$ cat config.mk
export PLATFORM = sky130hd
export DESIGN_NAME = tcw_queue
export DESIGN_NICKNAME = d
export VERILOG_FILES = /design/src/hw/rtl/tcw_pkg.sv /design/src/hw/rtl/tcw_queue.sv
export SDC_FILE = /design/constraint.sdc
export NUM_CORES = 1
export LEC_CHECK = 0
export BUFFER_PORTS_ARGS = -buffer_cell sky130_fd_sc_hd__buf_4
export CAP_MARGIN = 20
export CORE_MARGIN = 4
export CORE_UTILIZATION = 40
export CTS_BUF_LIST = sky130_fd_sc_hd__clkbuf_8
export CTS_CLUSTER_DIAMETER = 60
export DETAILED_ROUTE_END_ITERATION = 8
export GPL_ROUTABILITY_DRIVEN = 0
export PLACE_DENSITY = 0.73
export SLEW_MARGIN = 20
export SYNTH_ARGS = -nofsm -noshare
export SYNTH_HDL_FRONTEND = slang
export SYNTH_SLANG_ARGS = --single-unit
$ cat constraint.sdc
create_clock -name clk -period 1.93 [get_ports clk]
set_clock_uncertainty 0.05 [all_clocks]
set_input_delay 0.193 -clock clk [delete_from_list [all_inputs] [get_ports clk]]
set_output_delay 0.193 -clock clk [all_outputs]
set_load 0.02 [all_outputs]
$ cat src/hw/rtl/tcw_pkg.sv
package tcw_pkg;

  // Default screen geometry
  localparam int DEF_COLUMNS = 80;
  localparam int DEF_ROWS    = 25;

  // Attribute after reset
  localparam logic [7:0] ATTR_RESET = 8'h0F;

  // Teletype control characters
  localparam logic [7:0] CHAR_NEWLINE = 8'd10;
  localparam logic [7:0] CHAR_RETURN  = 8'd13;

  // Depth of the queue between front and back
  localparam int QUEUE_DEPTH = 4;

  // Input commands
  typedef enum logic [1:0] {
    CMD_TELETYPE = 2'd0,
    CMD_WRITE    = 2'd1,
    CMD_CLEAR    = 2'd2,
    CMD_READ     = 2'd3
  } cmd_t;

  // Store operations handed to the back end
  typedef enum logic [1:0] {
    OP_NONE  = 2'd0,
    OP_WRITE = 2'd1,
    OP_READ  = 2'd2,
    OP_CLEAR = 2'd3
  } op_kind_t;

  typedef struct packed {
    op_kind_t kind;
    logic     scroll;
  } op_flags_t;

  // Cursor and scroll status reported with each result
  typedef struct packed {
    logic [4:0] cursor_row;
    logic [6:0] cursor_column;
    logic       scrolled;
  } res_meta_t;

  // Back end sequencer states
  typedef enum logic [2:0] {
    ST_IDLE,
    ST_READ,
    ST_SCROLL,
    ST_BLANK,
    ST_CLEAR
  } back_state_t;

endpackage

$ cat src/hw/rtl/tcw_queue.sv
module tcw_queue
  import tcw_pkg::*;
#(
  parameter int DW = 8
) (
  input  logic          clk,
  input  logic          rst_n,
  input  logic          push,
  input  logic [DW-1:0] wdata,
  input  logic          pop,
  output logic [DW-1:0] rdata,
  output logic          full,
  output logic          empty
);

  localparam int PTR_W = $clog2(QUEUE_DEPTH);

  logic [DW-1:0]    entry_r [QUEUE_DEPTH];
  logic [PTR_W-1:0] wr_ptr_r, rd_ptr_r;
  logic [PTR_W:0]   count_r;
  logic             do_push, do_pop;

  assign full    = count_r == (PTR_W + 1)'(QUEUE_DEPTH);
  assign empty   = count_r == '0;
  assign do_push = push && !full;
  assign do_pop  = pop && !empty;
  assign rdata   = entry_r[rd_ptr_r];

  // Store entries
  always_ff @(posedge clk) begin
    if (do_push) begin
      entry_r[wr_ptr_r] <= wdata;
    end
  end

  // Advance pointers and count
  always_ff @(posedge clk) begin
    if (!rst_n) begin
      wr_ptr_r <= '0;
      rd_ptr_r <= '0;
      count_r  <= '0;
    end else begin
      if (do_push) begin
        wr_ptr_r <= wr_ptr_r + PTR_W'(1);
      end
      if (do_pop) begin
        rd_ptr_r <= rd_ptr_r + PTR_W'(1);
      end
      case ({do_push, do_pop})
        2'b10:   count_r <= count_r + (PTR_W + 1)'(1);
        2'b01:   count_r <= count_r - (PTR_W + 1)'(1);
        default: count_r <= count_r;
      endcase
    end
  end

endmodule

==> flow_metrics.env, run 1 <==
export IMPL_maxCapViolCount=0
export IMPL_dominantRegCellSynth="sky130_fd_sc_hd__edfxtp_1"
export IMPL_drc=0
export IMPL_post_synth_instance_area_um2=1640
export IMPL_r2r_setup_slack_ns=0.02
export IMPL_post_synth_top_area_cell="sky130_fd_sc_hd__edfxtp_1"
export IMPL_maxSlewHeadroom_pct=71.6
export IMPL_max_freq_ghz=0.523
export IMPL_largest_fanout_of_any_net_on_the_critical_path=4
export IMPL_route_antenna_remaining_nets=0
export IMPL_yosysMostFrequentCell="sky130_fd_sc_hd__edfxtp_1"
export IMPL_worst_r2r_startpoint="count_r[1]"
export IMPL_power_density_nw_per_um2=1280
export IMPL_worst_slew_pin_transition_ns=0.426
export IMPL_die_width_um=72.1
export IMPL_full_die_area_um2=5200
export IMPL_detailedRoute_firstIterationViolations=76
export IMPL_finalWorstPathRequiredPeriod_ns=1.91
export IMPL_std_cell_rows=23
export IMPL_critPathKind="flip-flop to flip-flop"
export IMPL_globalRouteOverflowTotal=0
export IMPL_critPathLaunchType="flip-flop"
export IMPL_grt_pass1_vias=906
export IMPL_cts_root_to_sink_buffers=2
export IMPL_route_detailed_wl_per_inst_um=14.1
export IMPL_async_reset_ff_share_pct=0
export IMPL_cts_made_buffers=5
export IMPL_timing_hold_worst_class="input pin to flip-flop"
export IMPL_yosysSeqAreaShare_pct=69.4
export IMPL_static_leakage_power_nw=0.726
export IMPL_area_delta_synth_final_pct=23.4
export IMPL_synth_top_cells_by_count="32 x sky130_fd_sc_hd__edfxtp_1, 9 x sky130_fd_sc_hd__dfxtp_1, 8 x sky130_fd_sc_hd__mux4_2"
export IMPL_finish_net_count=146
export IMPL_die_height_um=72.1
export IMPL_peakVddDrop_mv=0.743
export IMPL_setup_viol=0
export IMPL_antennaDiodeCount=0
export IMPL_grt_first_pass_wirelength_um=4200
export IMPL_timing_max_transition_violations_final=0
export IMPL_via_per_inst=4.82
export IMPL_worstReg2RegEnd="count_r[2]"
export IMPL_clk_pin_slew_worst_paths_ns=0.07
export IMPL_worst_endpoint_arrival_ns=2.07
export IMPL_worstRegToRegCells=9
export IMPL_port_buffers=21
export IMPL_placedInstanceArea_um2=1900
export IMPL_synthDominantCellAreaShare_pct=58.4
export IMPL_largest_net_degree_at_the_start_of_global_routing=14
export IMPL_netlist_cell_type_count=21
export IMPL_cts_tree="built"
export IMPL_synth_warnings=0
export IMPL_timing_critical_path_to_type="flip-flop"
export IMPL_clkLatencyLatePin_ns=0.28
export IMPL_synth_enable_flop_cells=32
export IMPL_layout_drive_gt1_share_pct=42.6
export IMPL_grt_setup_unrepaired="true"
export IMPL_critical_path_required_ns=2.09
export IMPL_clock_sinks=41
export IMPL_finalHoldViolCount=0
export IMPL_initial_utilization_pct=41.1
export IMPL_clock_tree_root_cell="sky130_fd_sc_hd__clkbuf_8"
export IMPL_cts_max_level=2
export IMPL_run_status="finished clean"
export IMPL_synthesis_nets=114
export IMPL_critical_path_startpoint="count_r[1]"
export IMPL_crit_end="count_r[2]"
export IMPL_antenna_found_initial=0
export IMPL_fin_crit_sh_pct=99.1
export IMPL_dp_final_hpwl_um=1770
export IMPL_grt_use_total_pct=10.7
export IMPL_post_synth_main_area_contributors="sky130_fd_sc_hd__edfxtp_1 58%, sky130_fd_sc_hd__dfxtp_1 11%, sky130_fd_sc_hd__mux4_2 11%, sky130_fd_sc_hd__ha_1 3.8%, sky130_fd_sc_hd__and2_1 2.3%"
export IMPL_route_final_wire_length_um=2530
export IMPL_stdcell_area_um2=2030
export IMPL_post_synth_inst_count=96
export IMPL_timing_hold_ws_ns=0.0569
export IMPL_ys_seq_elements=41
export IMPL_postCtsHoldBufs=0
export IMPL_ios=22
export IMPL_totalPowerFinal_mw=2.60
export IMPL_drtPass1Iterations=4
export IMPL_synthesized_area_per_cell_um2=17.1
export IMPL_coreArea_um2=4000
export IMPL_via_count=862
[placed cells by master, fill, tap and decap left out, drive strengths merged]
master | netlist | routed
xnor2 | 1 | 1
ha | 5 | 5
mux4 | 8 | 8
or3 | 2 | 2
clkinv | 0 | 3
nor3 | 1 | 1
mux2i | 2 | 2
nand2 | 7 | 7
edfxtp | 32 | 32
xor2 | 1 | 1
dfxtp | 9 | 9
nor3b | 1 | 1
nand4bb | 1 | 1
nor2b | 2 | 2
inv | 6 | 6
clkbuf | 2 | 5
buf | 2 | 29
and2 | 6 | 6
o21ai | 5 | 5
a21boi | 2 | 2
fa | 1 | 1
[logic make-up (layout without fill, tap and decap cells)]
family / after synthesis / after routing / synth area share (%)
AOI/OAI and AO/OA: 7 / 7 / 2.43
buffers and inverters: 10 / 43 / 2.44
and+or+nand+nor: 20 / 20 / 7.46
DFF: 41 / 41 / 69.4
muxes: 10 / 10 / 12.2
xor gates and xnor gates: 2 / 2 / 1.07
adders and majority gates: 6 / 6 / 5.02
[through the flow]
step	setup TNS (ns)	std cells	worst slack (ns)	utilization (%)
floorplan	-0.213	96	-0.176	-
global placement	0	167	0.0468	47.6
detailed placement	-0.0735	167	-0.0735	47.6
CTS	-0.00257	178	-0.00257	50.5
global route	-0.0697	179	-0.0697	50.7
finish	0	179	0.0176	50.7
[worst max-delay path: stages (launching register included)]
cell,delay (ns)
sky130_fd_sc_hd__dfxtp_2,0.35
sky130_fd_sc_hd__nor3b_4,0.22
sky130_fd_sc_hd__nor2b_2,0.08
sky130_fd_sc_hd__inv_2,0.07
sky130_fd_sc_hd__ha_4,0.13
sky130_fd_sc_hd__inv_2,0.03
sky130_fd_sc_hd__fa_2,0.33
sky130_fd_sc_hd__xor2_1,0.15
sky130_fd_sc_hd__or3_1,0.30
sky130_fd_sc_hd__a21boi_1,0.13
[flip-flops by register name, summed over array words and instances, names as in the netlist, named ones only]
| signal | count |
|---|---|
| rd_ptr_r | 2 |
| wr_ptr_r | 2 |
| entry_r | 32 |
| count_r | 3 |
[area by class of cell]
type	count	area (µm²)
multi-input combinational	45	489
clock inverter	3	17.5
tap	50	62.6
inverter	6	22.5
sequential	41	1150
timing repair buffer	29	218
clock buffer	5	68.8
fill	336	1970
[where the power goes]
part / internal, mW / leakage (nW) / switching (mW)
Clock: 0.250 / 0.0455 / 0.274
Sequential: 1.09 / 0.369 / 0.0795
Combinational: 0.468 / 0.311 / 0.435
Total: 1.81 / 0.726 / 0.789
[worst min-delay path by stage]
stage | startpoint | end | depth (start not counted)
5_1_grt | wdata[0] | entry_r[2][0] | 1
3_3_place_gp | wdata[4] | entry_r[2][4] | 1
2_1_floorplan | wdata[0] | entry_r[0][0] | 0
6_report | wdata[0] | entry_r[0][0] | 1
4_1_cts | wdata[0] | entry_r[2][0] | 1
3_5_place_dp | wdata[0] | entry_r[2][0] | 1
[per-layer routing]
metal	global-route usage [%]	part of all wire, %	vias to the layer above
li1	-	-	417
met1	13.7	44	420
met2	17.1	49	23
met3	4.02	5.9	2
met4	3.13	0.40	0
met5	0	0	-
[what timing repair did]
action                                  4_1_cts  5_1_grt
pin swaps                                     3        1
cloned                                        0        0
hold endpoints to repair                      0        0
buffers inserted                              3        1
endpoints found under the setup margin        1        1
gates resized for setup                       3        1
No activity file was read; power rests on OpenSTA's default activity.
==> inputs of run 2 (changes only) <==
==> constraint.sdc (replaced) <==
create_clock -name clk -period 1.93 [get_ports clk]
set_clock_uncertainty 0.05 [all_clocks]
set_input_delay 0.2895 -clock clk [delete_from_list [all_inputs] [get_ports clk]]
set_output_delay 0.2895 -clock clk [all_outputs]
set_load 0.02 [all_outputs]
==> run 2 against run 1 <==
Against the previous run: critical endpoint unchanged; sequential share of layout area up 0.58 points; combinational power decreased by 1%; final area down 1.2%; global-route usage increased by 0.092 points; largest cell class unchanged; critical path type unchanged; non-clock buffer count shrank 3; register-to-register slack lost 0.02 ns; maximum frequency fell by 1.0%; setup slack worse by 0.020 ns; power decreased by 0.36%; the flow now finishes with violations (setup timing); critical path depth stayed put; utilization decreased by 0.63 points; die area stayed put.
==> flow_metrics.env, run 2 (synthesis gave the netlist of run 1 again) <==
export IMPL_run_status="finished with violations"
export IMPL_violations="setup timing"
export IMPL_timing_hold_ws_ns=0.138
export IMPL_layout_top_registers="entry_r (32), count_r (3)"
export IMPL_peakVddDrop_mv=0.735
export IMPL_maxSlewHeadroom_pct=72.7
export IMPL_std_cell_rows=23
export IMPL_via_per_inst=4.85
export IMPL_drtPass1Iterations=2
export IMPL_clkLatencyLatePin_ns=0.29
export IMPL_critPathKind="flip-flop to flip-flop"
export IMPL_clock_tree_root_cell="sky130_fd_sc_hd__clkbuf_8"
export IMPL_drc=0
export IMPL_grt_first_pass_wirelength_um=4070
export IMPL_layout_common_cells="32 x sky130_fd_sc_hd__edfxtp_1, 26 x sky130_fd_sc_hd__buf_4, 8 x sky130_fd_sc_hd__mux4_2"
export IMPL_full_die_area_um2=5200
export IMPL_worst_endpoint_arrival_ns=2.10
export IMPL_r2r_setup_slack_ns=-0.002
export IMPL_largest_net_degree_at_the_start_of_global_routing=14
export IMPL_timing_hold_worst_class="input pin to flip-flop"
export IMPL_layout_drive_gt1_share_pct=42.1
export IMPL_critical_path_required_ns=2.10
export IMPL_totalPowerFinal_mw=2.59
export IMPL_timing_hold_worst_path_depth=1
export IMPL_max_freq_ghz=0.517
export IMPL_antennaDiodeCount=0
export IMPL_regMostFlops="entry_r"
export IMPL_layout_cells_most_common="sky130_fd_sc_hd__edfxtp_1"
export IMPL_critPathLaunchType="flip-flop"
export IMPL_route_detailed_wl_per_inst_um=14.6
export IMPL_power_density_nw_per_um2=1290
export IMPL_cts_max_level=2
export IMPL_grt_setup_unrepaired="true"
export IMPL_finalWorstPathRequiredPeriod_ns=1.93
export IMPL_clk_pin_slew_worst_paths_ns=0.08
export IMPL_antenna_found_initial=0
export IMPL_largest_fanout_of_any_net_on_the_critical_path=4
export IMPL_finalHoldViolCount=0
export IMPL_ios=22
export IMPL_die_height_um=72.1
export IMPL_worst_slew_pin_transition_ns=0.410
export IMPL_tns_ns=-0.00241
export IMPL_area_delta_synth_final_pct=21.8
export IMPL_cts_tree="built"
export IMPL_fin_worst_setup_slack_ns=-0.00241
export IMPL_clock_sinks=41
export IMPL_largest_register_ff_count=32
export IMPL_dp_cells=167
export IMPL_timing_max_transition_violations_final=0
export IMPL_static_leakage_power_nw=0.709
export IMPL_route_final_wire_length_um=2560
export IMPL_worst_hold_path_endpoint="entry_r[0][6]"
export IMPL_grt_use_total_pct=10.8
export IMPL_maxCapViolCount=0
export IMPL_route_antenna_remaining_nets=0
export IMPL_fin_crit_sh_pct=100
export IMPL_coreArea_um2=4000
export IMPL_initial_utilization_pct=41.1
export IMPL_finish_net_count=143
export IMPL_die_width_um=72.1
export IMPL_cts_made_buffers=5
export IMPL_final_std_cells_w_o_fill=176
export IMPL_worstReg2RegEnd="count_r[2]"
export IMPL_holdCritStartpoint="wdata[6]"
export IMPL_timing_critical_path_to_type="flip-flop"
export IMPL_via_count=853
export IMPL_worst_r2r_startpoint="count_r[2]"
export IMPL_setup_viol=1
export IMPL_grt_pass1_vias=883
export IMPL_cts_root_to_sink_buffers=2
export IMPL_worstRegToRegCells=9
export IMPL_detailedRoute_firstIterationViolations=73
export IMPL_globalRouteOverflowTotal=0
export IMPL_port_buffers=21
export IMPL_fin_util_pct=50.1
[run 2: worst max-delay path: stages, from the launching register on]
cell and delay (ns):
sky130_fd_sc_hd__dfxtp_2 0.37, sky130_fd_sc_hd__nor3b_4 0.21, sky130_fd_sc_hd__nor2b_2 0.08, sky130_fd_sc_hd__inv_2 0.07
sky130_fd_sc_hd__ha_4 0.14, sky130_fd_sc_hd__inv_2 0.04, sky130_fd_sc_hd__fa_2 0.33, sky130_fd_sc_hd__xor2_1 0.15
sky130_fd_sc_hd__or3_1 0.31, sky130_fd_sc_hd__a21boi_1 0.12
[run 2: final cells by class]
| class | instances | area [µm²] |
|---|---|---|
| Clock inverter | 3 | 17.5 |
| Fill cell | 334 | 2000 |
| Timing Repair Buffer | 26 | 195 |
| Multi-Input combinational cell | 45 | 489 |
| Clock buffer | 5 | 68.8 |
| Inverter | 6 | 22.5 |
| Sequential cell | 41 | 1150 |
| Tap cell | 50 | 62.6 |
[run 2: routing by layer]
metal  global-route usage (%)  vias to the layer above  routed length, µm
met5                        0                        -                  0
li1                         -                      410                  -
met1                     12.5                      412               1070
met4                     5.22                        0                 54
met3                     4.85                        6                196
met2                     17.1                       25               1240
[run 2: per-stage QoR]
| step | setup slack, ns | area (µm²) |
|---|---|---|
| 3_3_place_gp | 0.0484 | 1900 |
| 6_report | -0.00241 | 2000 |
| 2_1_floorplan | -0.176 | 1670 |
| 3_5_place_dp | -0.0905 | 1900 |
| 4_1_cts | 0.00145 | 2000 |
| 5_1_grt | -0.0908 | 2000 |
[run 2: how the worst max path moves through the flow]
stage	from	to
2_1_floorplan	count_r[0]	count_r[2]
3_3_place_gp	count_r[1]	count_r[2]
3_5_place_dp	count_r[1]	count_r[2]
4_1_cts	count_r[2]	count_r[2]
5_1_grt	count_r[2]	count_r[2]
6_report	count_r[2]	count_r[2]
[run 2: where the power goes]
part           leakage (nW)  switching (mW)  internal [mW]
Clock                0.0439           0.282          0.249
Sequential            0.369          0.0783           1.09
Combinational         0.296           0.436          0.454
[run 2: timing repair]
item,in CTS,in global routing
pin swaps,1,0
setup buffers,1,0
gates resized for setup,3,0
endpoints found under the setup margin,1,1
hold buffers,0,0
