### config.mk
export PLATFORM = sky130hd
export DESIGN_NAME = tcw_front
export DESIGN_NICKNAME = d
export VERILOG_FILES = /design/src/hw/rtl/tcw_pkg.sv /design/src/hw/rtl/tcw_front.sv
export SDC_FILE = /design/constraint.sdc
export NUM_CORES = 1
export LEC_CHECK = 0
export BUFFER_PORTS_ARGS = -buffer_cell sky130_fd_sc_hd__buf_2
export CAP_MARGIN = 5
export CORE_AREA = 2 2 100 102
export CTS_CLUSTER_SIZE = 10
export DETAILED_ROUTE_END_ITERATION = 10
export DIE_AREA = 0 0 102 104
export GPL_ROUTABILITY_DRIVEN = 0
export PLACE_DENSITY = 0.46
export SLEW_MARGIN = 5
export SYNTH_ARGS = -nofsm -noshare
export SYNTH_HDL_FRONTEND = slang
export SYNTH_SLANG_ARGS = --single-unit
### constraint.sdc
create_clock -name clk -period 4.35 [get_ports clk]
set_clock_uncertainty 0.1 [all_clocks]
set_input_delay 0.6525 -clock clk [delete_from_list [all_inputs] [get_ports clk]]
set_output_delay 0.6525 -clock clk [all_outputs]
set_load 0.02 [all_outputs]
### src/hw/rtl/tcw_pkg.sv
package tcw_pkg;

  // Default screen geometry
  localparam int DEF_COLUMNS = 80;
  localparam int DEF_ROWS    = 25;

  // Attribute after reset
  localparam logic [7:0] ATTR_RESET = 8'h0F;

  // Teletype control characters
  localparam logic [7:0] CHAR_NEWLINE = 8'd10;
  localparam logic [7:0] CHAR_RETURN  = 8'd13;

  // Depth of the queue between front and back
  localparam int QUEUE_DEPTH = 4;

  // Input commands
  typedef enum logic [1:0] {
    CMD_TELETYPE = 2'd0,
    CMD_WRITE    = 2'd1,
    CMD_CLEAR    = 2'd2,
    CMD_READ     = 2'd3
  } cmd_t;

  // Store operations handed to the back end
  typedef enum logic [1:0] {
    OP_NONE  = 2'd0,
    OP_WRITE = 2'd1,
    OP_READ  = 2'd2,
    OP_CLEAR = 2'd3
  } op_kind_t;

  typedef struct packed {
    op_kind_t kind;
    logic     scroll;
  } op_flags_t;

  // Cursor and scroll status reported with each result
  typedef struct packed {
    logic [4:0] cursor_row;
    logic [6:0] cursor_column;
    logic       scrolled;
  } res_meta_t;

  // Back end sequencer states
  typedef enum logic [2:0] {
    ST_IDLE,
    ST_READ,
    ST_SCROLL,
    ST_BLANK,
    ST_CLEAR
  } back_state_t;

endpackage

### src/hw/rtl/tcw_front.sv
module tcw_front
  import tcw_pkg::*;
#(
  parameter int COLUMNS = DEF_COLUMNS,
  parameter int ROWS    = DEF_ROWS,
  localparam int ADDR_W = $clog2(COLUMNS * ROWS)
) (
  input  logic              clk,
  input  logic              rst_n,
  input  logic              cfg_we,
  input  logic [7:0]        cfg_wdata,
  input  logic              in_valid,
  input  logic [1:0]        in_command,
  input  logic [7:0]        in_char_code,
  input  logic [6:0]        in_column,
  input  logic [4:0]        in_row,
  input  logic [7:0]        in_fg,
  input  logic [7:0]        in_bg,
  output logic              op_push,
  output op_flags_t         op_flags,
  output res_meta_t         op_meta,
  output logic [ADDR_W-1:0] op_addr,
  output logic [15:0]       op_data
);

  logic [7:0] attr_r;
  logic [4:0] cur_row_r, cur_row_nxt;
  logic [6:0] cur_col_r, cur_col_nxt;
  logic [5:0] row_inc;
  logic       bottom;
  logic       in_range;
  logic       scroll;
  logic [ADDR_W-1:0] cursor_addr;
  logic [ADDR_W-1:0] target_addr;

  // Hold the attribute register
  always_ff @(posedge clk) begin
    if (!rst_n) begin
      attr_r <= ATTR_RESET;
    end else if (cfg_we) begin
      attr_r <= cfg_wdata;
    end
  end

  assign row_inc  = {1'b0, cur_row_r} + 6'd1;
  assign bottom   = row_inc >= 6'(ROWS);
  assign in_range = ({1'b0, in_column} < 8'(COLUMNS)) && ({1'b0, in_row} < 6'(ROWS));

  assign cursor_addr = ADDR_W'(ADDR_W'(cur_row_r) * ADDR_W'(COLUMNS) + ADDR_W'(cur_col_r));
  assign target_addr = ADDR_W'(ADDR_W'(in_row) * ADDR_W'(COLUMNS) + ADDR_W'(in_column));

  // Classify the request and advance the cursor
  always_comb begin
    cur_row_nxt    = cur_row_r;
    cur_col_nxt    = cur_col_r;
    scroll         = 1'b0;
    op_flags.kind  = OP_NONE;
    op_addr        = target_addr;
    op_data        = {in_fg | in_bg, in_char_code};
    case (cmd_t'(in_command))
      CMD_TELETYPE: begin
        op_addr = cursor_addr;
        op_data = {attr_r, in_char_code};
        if (in_char_code == CHAR_RETURN) begin
          cur_col_nxt = '0;
        end else begin
          if (in_char_code != CHAR_NEWLINE) begin
            op_flags.kind = OP_WRITE;
          end
          if (in_char_code == CHAR_NEWLINE || cur_col_r >= 7'(COLUMNS - 1)) begin
            cur_col_nxt = '0;
            if (bottom) begin
              scroll      = 1'b1;
              cur_row_nxt = 5'(ROWS - 1);
            end else begin
              cur_row_nxt = row_inc[4:0];
            end
          end else begin
            cur_col_nxt = cur_col_r + 7'd1;
          end
        end
      end
      CMD_WRITE: begin
        if (in_range) begin
          op_flags.kind = OP_WRITE;
        end
      end
      CMD_CLEAR: begin
        op_flags.kind = OP_CLEAR;
        op_data       = {attr_r, 8'h00};
      end
      CMD_READ: begin
        if (in_range) begin
          op_flags.kind = OP_READ;
        end
      end
      default: begin
        op_flags.kind = OP_NONE;
      end
    endcase
    op_flags.scroll       = scroll;
    op_meta.cursor_row    = cur_row_nxt;
    op_meta.cursor_column = cur_col_nxt;
    op_meta.scrolled      = scroll;
  end

  assign op_push = in_valid;

  // Advance the cursor on each accepted request
  always_ff @(posedge clk) begin
    if (!rst_n) begin
      cur_row_r <= '0;
      cur_col_r <= '0;
    end else if (in_valid) begin
      cur_row_r <= cur_row_nxt;
      cur_col_r <= cur_col_nxt;
    end
  end

endmodule

==> results.toml, run 1 <==
[pwr]
power_frac_clock_pct = 33.5
power.total_mw = 0.5705
internal-power_mw = 0.3874
pwr-share-comb_pct = 32.9
power_density_mw_per_mm2 = 205.6
swShare_pct = 32.09
p_seq_share_pct = 33.5
vdd.ir_drop.worst_mv = 0.1100
switchingPower_mw = 0.1831
leakagePower_nw = 1.345

[logic_synthesis]
synth_nets = 344
yosysWarnings = 0
synth-seq-cells = 20
synth_edf_count = 0
async_reset_ff_share_pct = 0
yosysUniqueCellTypes = 51
ys.flop_type = "dfxtp_1"
synthCells = 270
synth.area.top_cells = "dfxtp_1 (19%), ha_1 (12%), mux2i_1 (6.5%)"
ys_seq_area_share_pct = 18.67
synth_area_mm2 = 0.002145
yosys-top-cells-count = "nand2_1 (31), nor2_1 (24), a21oi_1 (20), dfxtp_1 (20), ha_1 (20)"
synth_top_cell_by_area = "dfxtp_1"
synth.most_common_cell = "nand2_1"
yosysTopAreaCellShare_pct = 18.67
syn_avg_cell_area_um2 = 7.943

[worst_setup_path]
r2r.worst_path.cells = 6
worst-setup-path-type = "flip-flop to output pin"
r2r_slack_ns = 2.16
r2r_end = "cur_row_r[2]"
crit_fanout = 8
worstPathRequired_ns = 3.60
arrival_ns = 2.67
start_kind = "flip-flop"
cp-end-kind = "output pin"
rr_startpoint = "cur_col_r[0]"

[timing]
grt_setup_unrepaired = "no"
setup_viol = 0
timing.hold.ws_ns = 0.3775
fmax_mhz = 291.9
fin_tns_setup_ns = 0
finalCritPeriodShare_pct = 78.75
final_hold_viol_count = 0
slew_violations = 0
period_minus_slack_ns = 3.426
tightest_slew_ns = 0.4128
maxSlewHeadroom_pct = 72.39

[layout]
final_net_count = 426
fin_util_pct = 29.06
layout-drive-gt1-share_pct = 29.91
stdcell_count = 484
area_growth_pct = 29.40
antenna_cells = 0

[place]
port-buffer-count = 93
dp_hpwl_um = 4642
placedCellCount = 480

[clock_tree]
cts_tree = "done"
hold_buffers = 0
clock-sinks = 20
cts_setup_buffers = 0
root_buffer = "clkbuf_8"
path_clk_slew_ns = 0.08
cts_buffer_depth = 2
clk_latency_ns = 0.26
cts_resized = 0
cts_buffers = 3
htree_levels = 1

[status]
status = "finished clean"

[floorplan]
die_w_um = 102
dieHeight_um = 104
initial_core_util_pct = 22.46
dieArea_mm2 = 0.01061
core_mm2 = 0.009549
io_pins = 94
row_count = 36

[worst_hold_path]
hp-start = "attr_r[2]"
hold_depth = 2
hold_class = "flip-flop to flip-flop"
min_to = "attr_r[2]"

[grt]
antenna_found_initial = 0
grt_pass1_vias = 2037
grt_max_degree = 22
grt_remaining_overflow = 0
grt_pass1_wl_um = 9673
grtUsageTotal_pct = 11.12

[routing]
routedWlPerCell_um = 12.03
viasPerCell = 4.395
first_iter_violations = 50
vias = 2127
drtPass1Iterations = 4
drt_wl_total_um = 5824
antenna_left = 0
drc = 0

[flow_run]
cap_violations = 0
==> through the flow <==
step | worst slack, ns | instance area (um2)
finish | 0.9243 | 2775
global route | 0.7358 | 2775
CTS | 0.8658 | 2775
detailed placement | 0.9349 | 2704
global placement | 0.9707 | 2704
floorplan | 1.077 | 2145
==> critical path, cell delays in order (launching register included) <==
cell and delay [ns]:
dfxtp_1 0.49, ha_1 0.29, ha_1 0.23, fa_1 0.38
xor2_1 0.24, o2111ai_1 0.16, xor2_1 0.18, xnor2_1 0.15
mux2i_1 0.13, buf_2 0.18
==> power groups by stage <==
stage | sequential [mW] | clock [mW] | combinational, mW
floorplan | 0.195 | 0 | 0.121
global placement | 0.196 | 0 | 0.190
CTS | 0.191 | 0.201 | 0.191
global route | 0.192 | 0.208 | 0.207
detailed placement | 0.196 | 0 | 0.191
finish | 0.191 | 0.191 | 0.188
==> cell usage in the layout (no fill, tap or decap), types with 3 or more instances in the layout <==
cell type	synthesis	layout
xor2_1	7	7
ha_1	20	20
a21o_1	4	4
fa_1	4	4
inv_1	7	7
and3_1	4	4
nor3b_1	3	3
mux2i_1	14	14
nand2b_1	3	3
nor2b_1	13	13
o21ai_0	12	12
clkbuf_8	0	3
dfxtp_1	20	20
a21oi_1	20	20
nand3_1	5	5
buf_2	4	93
nor2_1	24	24
and2_1	15	15
xnor2_1	8	8
nand2_1	31	31
==> area by class of cell <==
| type | count | area [um2] |
|---|---|---|
| clock buffer | 3 | 41.29 |
| fill | 1071 | 6774 |
| inverter | 7 | 26.28 |
| clock inverter | 1 | 30.03 |
| multi-input combinational | 226 | 1638 |
| sequential | 20 | 400.4 |
| timing repair buffer | 94 | 473.0 |
| tap | 133 | 166.4 |
==> per-layer routing <==
metal	GRT usage (%)	vias to the layer above	wire length [um]
li1	-	1110	-
met1	14.22	973	2661
met2	19.41	40	2856
met3	1.949	4	227
met4	2.190	0	78
met5	0	-	0
==> sequential cells by signal (all words and copies together), names as in the netlist <==
register   count
cur_row_r      5
attr_r         8
cur_col_r      7
==> kinds of logic (layout without fill, tap and decap cells) <==
kind of cell	Yosys count	count (layout)	share of synthesized area (%)
AOI/OAI and AO/OA	64	64	20.71
xor gates and xnor gates	15	15	6.126
adders and majority gates	24	24	15.40
buffers and inverters	24	105	4.959
DFF	20	20	18.67
muxes	16	16	7.584
and+or+nand+nor	107	107	26.55
==> worst max-delay path by stage <==
stage / from / end / slack [ns] / cells after the start
final: cur_row_r[1] / op_addr[10] / 0.92 / 9
after global routing: cur_row_r[3] / op_addr[10] / 0.74 / 9
after CTS: cur_row_r[1] / op_addr[10] / 0.87 / 9
after detailed placement: in_row[1] / op_addr[10] / 0.93 / 10
after global placement: in_row[1] / op_addr[10] / 0.97 / 10
after floorplan: in_row[1] / op_addr[10] / 1.08 / 8
No activity file was read; power rests on OpenSTA's default activity.
==> inputs of run 2 (changes only) <==
--- a/config.mk
+++ b/config.mk
@@ -5,12 +5,13 @@
 export SDC_FILE = /design/constraint.sdc
 export NUM_CORES = 1
 export LEC_CHECK = 0
+export ABC_AREA = 1
 export BUFFER_PORTS_ARGS = -buffer_cell sky130_fd_sc_hd__buf_2
 export CAP_MARGIN = 5
-export CORE_AREA = 2 2 100 102
+export CORE_AREA = 2 2 101 103
 export CTS_CLUSTER_SIZE = 10
 export DETAILED_ROUTE_END_ITERATION = 10
-export DIE_AREA = 0 0 102 104
+export DIE_AREA = 0 0 103 105
 export GPL_ROUTABILITY_DRIVEN = 0
 export PLACE_DENSITY = 0.46
 export SLEW_MARGIN = 5
==> constraint.sdc (replaced) <==
create_clock -name clk -period 3.2 [get_ports clk]
set_clock_uncertainty 0.1 [all_clocks]
set_input_delay 0.48 -clock clk [delete_from_list [all_inputs] [get_ports clk]]
set_output_delay 0.48 -clock clk [all_outputs]
set_load 0.02 [all_outputs]
==> results.toml, run 2 <==
[clock_tree]
root_buffer = "clkbuf_8"
cts_buffers = 3
clk_latency_ns = 0.26
cts_setup_buffers = 0
clock-sinks = 20
path_clk_slew_ns = 0.08
cts_resized = 0
hold_buffers = 0
cts_tree = "done"
cts_buffer_depth = 2
htree_levels = 1

[pwr]
power.total_mw = 0.8457
swShare_pct = 39.47
p_seq_share_pct = 33.3
leakagePower_nw = 1.614
pwr-share-comb_pct = 43.3
switchingPower_mw = 0.3338
power_frac_clock_pct = 23.3
vdd.ir_drop.worst_mv = 0.1306
power_density_mw_per_mm2 = 300.8
internal-power_mw = 0.5119

[logic_synthesis]
synth_top_cell_by_area = "dfxtp_1"
synth_nets = 425
synth.area.top_cells = "dfxtp_1 (18%), nand2_1 (14%), ha_1 (11%)"
yosysTopAreaCellShare_pct = 18.38
synthCells = 351
async_reset_ff_share_pct = 0
synth_edf_count = 0
synth-seq-cells = 20
synth.most_common_cell = "nand2_1"
ys_seq_area_share_pct = 18.38
syn_avg_cell_area_um2 = 6.206
yosysUniqueCellTypes = 34
yosysWarnings = 0
synth_area_mm2 = 0.002178
ys.flop_type = "dfxtp_1"
yosys-top-cells-count = "nand2_1 (84), inv_1 (53), nor2_1 (33)"

[status]
status = "finished clean"

[layout]
area_growth_pct = 29.06
top_regs = "attr_r (8), cur_col_r (7), cur_row_r (5)"
layout-drive-gt1-share_pct = 26.32
layout_commonest_cell = "buf_2"
mostFrequentLayoutCells = "buf_2 (93), nand2_1 (84), inv_1 (53), nor2_1 (33)"
antenna_cells = 0
n_fill_cell = 1109
largest_reg_flops = 8
largest_register = "attr_r"
multi_input_comb_area_mm2 = 0.001495
seq_area_um2 = 400.4
final_net_count = 512

[grt]
antenna_found_initial = 0
grt_pass1_vias = 2238
grtUsageTotal_pct = 11.71
grt_max_degree = 23
grt_pass1_wl_um = 10400
grt_remaining_overflow = 0

[place]
dp_hpwl_um = 5251
port-buffer-count = 93

[worst_setup_path]
cp-end-kind = "output pin"
crit_start = "cur_col_r[4]"
slowest_delay_ns = 0.47
arrival_ns = 2.41
cp_cell_sequence = "ha_1, inv_1, fa_1, or2_1, a21boi_1, nand2_1, nor2_1, nand2_1, nand3_1, nand2_1, buf_2"
worst-setup-path-type = "flip-flop to output pin"
rr_startpoint = "cur_col_r[1]"
worstPathRequired_ns = 2.62
crit_path_frequent_cell = "nand2_1"
crit_fanout = 7
crit_slowest_cell = "dfxtp_1"
start_kind = "flip-flop"

[floorplan]
dieArea_mm2 = 0.01082
io_pins = 94
row_count = 36
initial_core_util_pct = 22.60
core_mm2 = 0.009639
die_w_um = 103
dieHeight_um = 105

[timing]
fmax_mhz = 334.4
slew_violations = 0
tightest_slew_ns = 0.6866
period_minus_slack_ns = 2.991
final_hold_viol_count = 0
maxSlewHeadroom_pct = 54.06
setup_viol = 0
timing.hold.ws_ns = 0.3235
grt_setup_unrepaired = "no"
finalCritPeriodShare_pct = 93.46
fin_tns_setup_ns = 0

[worst_hold_path]
hp-start = "cfg_wdata[3]"
hold_class = "input pin to flip-flop"

[routing]
highest_layer = "met4"
vias = 2408
drt_wl_total_um = 6337
drtPass1Iterations = 4
antenna_left = 0
drc = 0
wl_met1_um = 2986
met3_wirelength_um = 202
viasPerCell = 4.225
met2_length_um = 3075
first_iter_violations = 117
routedWlPerCell_um = 11.12

[flow_run]
cap_violations = 0
[run 2: metrics by stage]
step / utilization (%) / instances / setup slack, ns / cell area, um2
floorplan: - / 351 / 0.5361 / 2178
global route: 29.17 / 570 / 0.07566 / 2811
detailed placement: 28.60 / 566 / 0.3261 / 2756
CTS: 29.17 / 570 / 0.1982 / 2811
global placement: 28.60 / 566 / 0.3539 / 2756
finish: 29.17 / 570 / 0.2093 / 2811
[run 2: worst paths after layout]
kind / to / slack (ns) / cells after the start
setup / recovery: op_addr[10] / 0.21 / 11
hold / removal: attr_r[3] / 0.32 / 3
setup reg to reg: cur_col_r[4] / 1.55 / 10
hold reg to reg: attr_r[5] / 0.35 / 2
[run 2: logic make-up after synthesis]
logic type	share of synthesized area, %
buffers and inverters	12.98
adders and majority gates	15.16
AOI/OAI and AO/OA	14.30
muxes	0.4595
and+or+nand+nor	34.69
xor gates and xnor gates	4.020
DFF	18.38
[run 2: final cells by class]
cell class	instances	area share, %
multi-input cells	261	53.18
repair buffers	95	17.09
flip-flops and latches	20	14.24
inverters	57	7.610
well taps	133	5.919
clock buffers	4	1.958
[run 2: layer usage]
layer  track usage, %  vias to the layer above
met5                0                        -
met4            3.102                        0
li1                 -                     1291
met1            15.95                     1060
met3           0.6020                        5
met2            19.85                       52
[run 2: power groups by stage]
stage          Combinational (mW)  Clock (mW)  Sequential [mW]
3_3_place_gp                0.368           0            0.288
4_1_cts                     0.372       0.207            0.282
3_5_place_dp                0.370           0            0.288
2_1_floorplan               0.246           0            0.284
6_report                    0.367       0.197            0.282
5_1_grt                     0.412       0.215            0.285
[run 2: critical path: cells and delay by family, from the launching register on]
| kind | cells | cell delay, ns |
|---|---|---|
| AND/OR/NAND/NOR | 6 | 0.68 |
| buffers and inverters | 2 | 0.21 |
| AO/OA/AOI/OAI | 1 | 0.19 |
| flip-flops | 1 | 0.47 |
| adder cells (fa/ha/maj) | 2 | 0.59 |
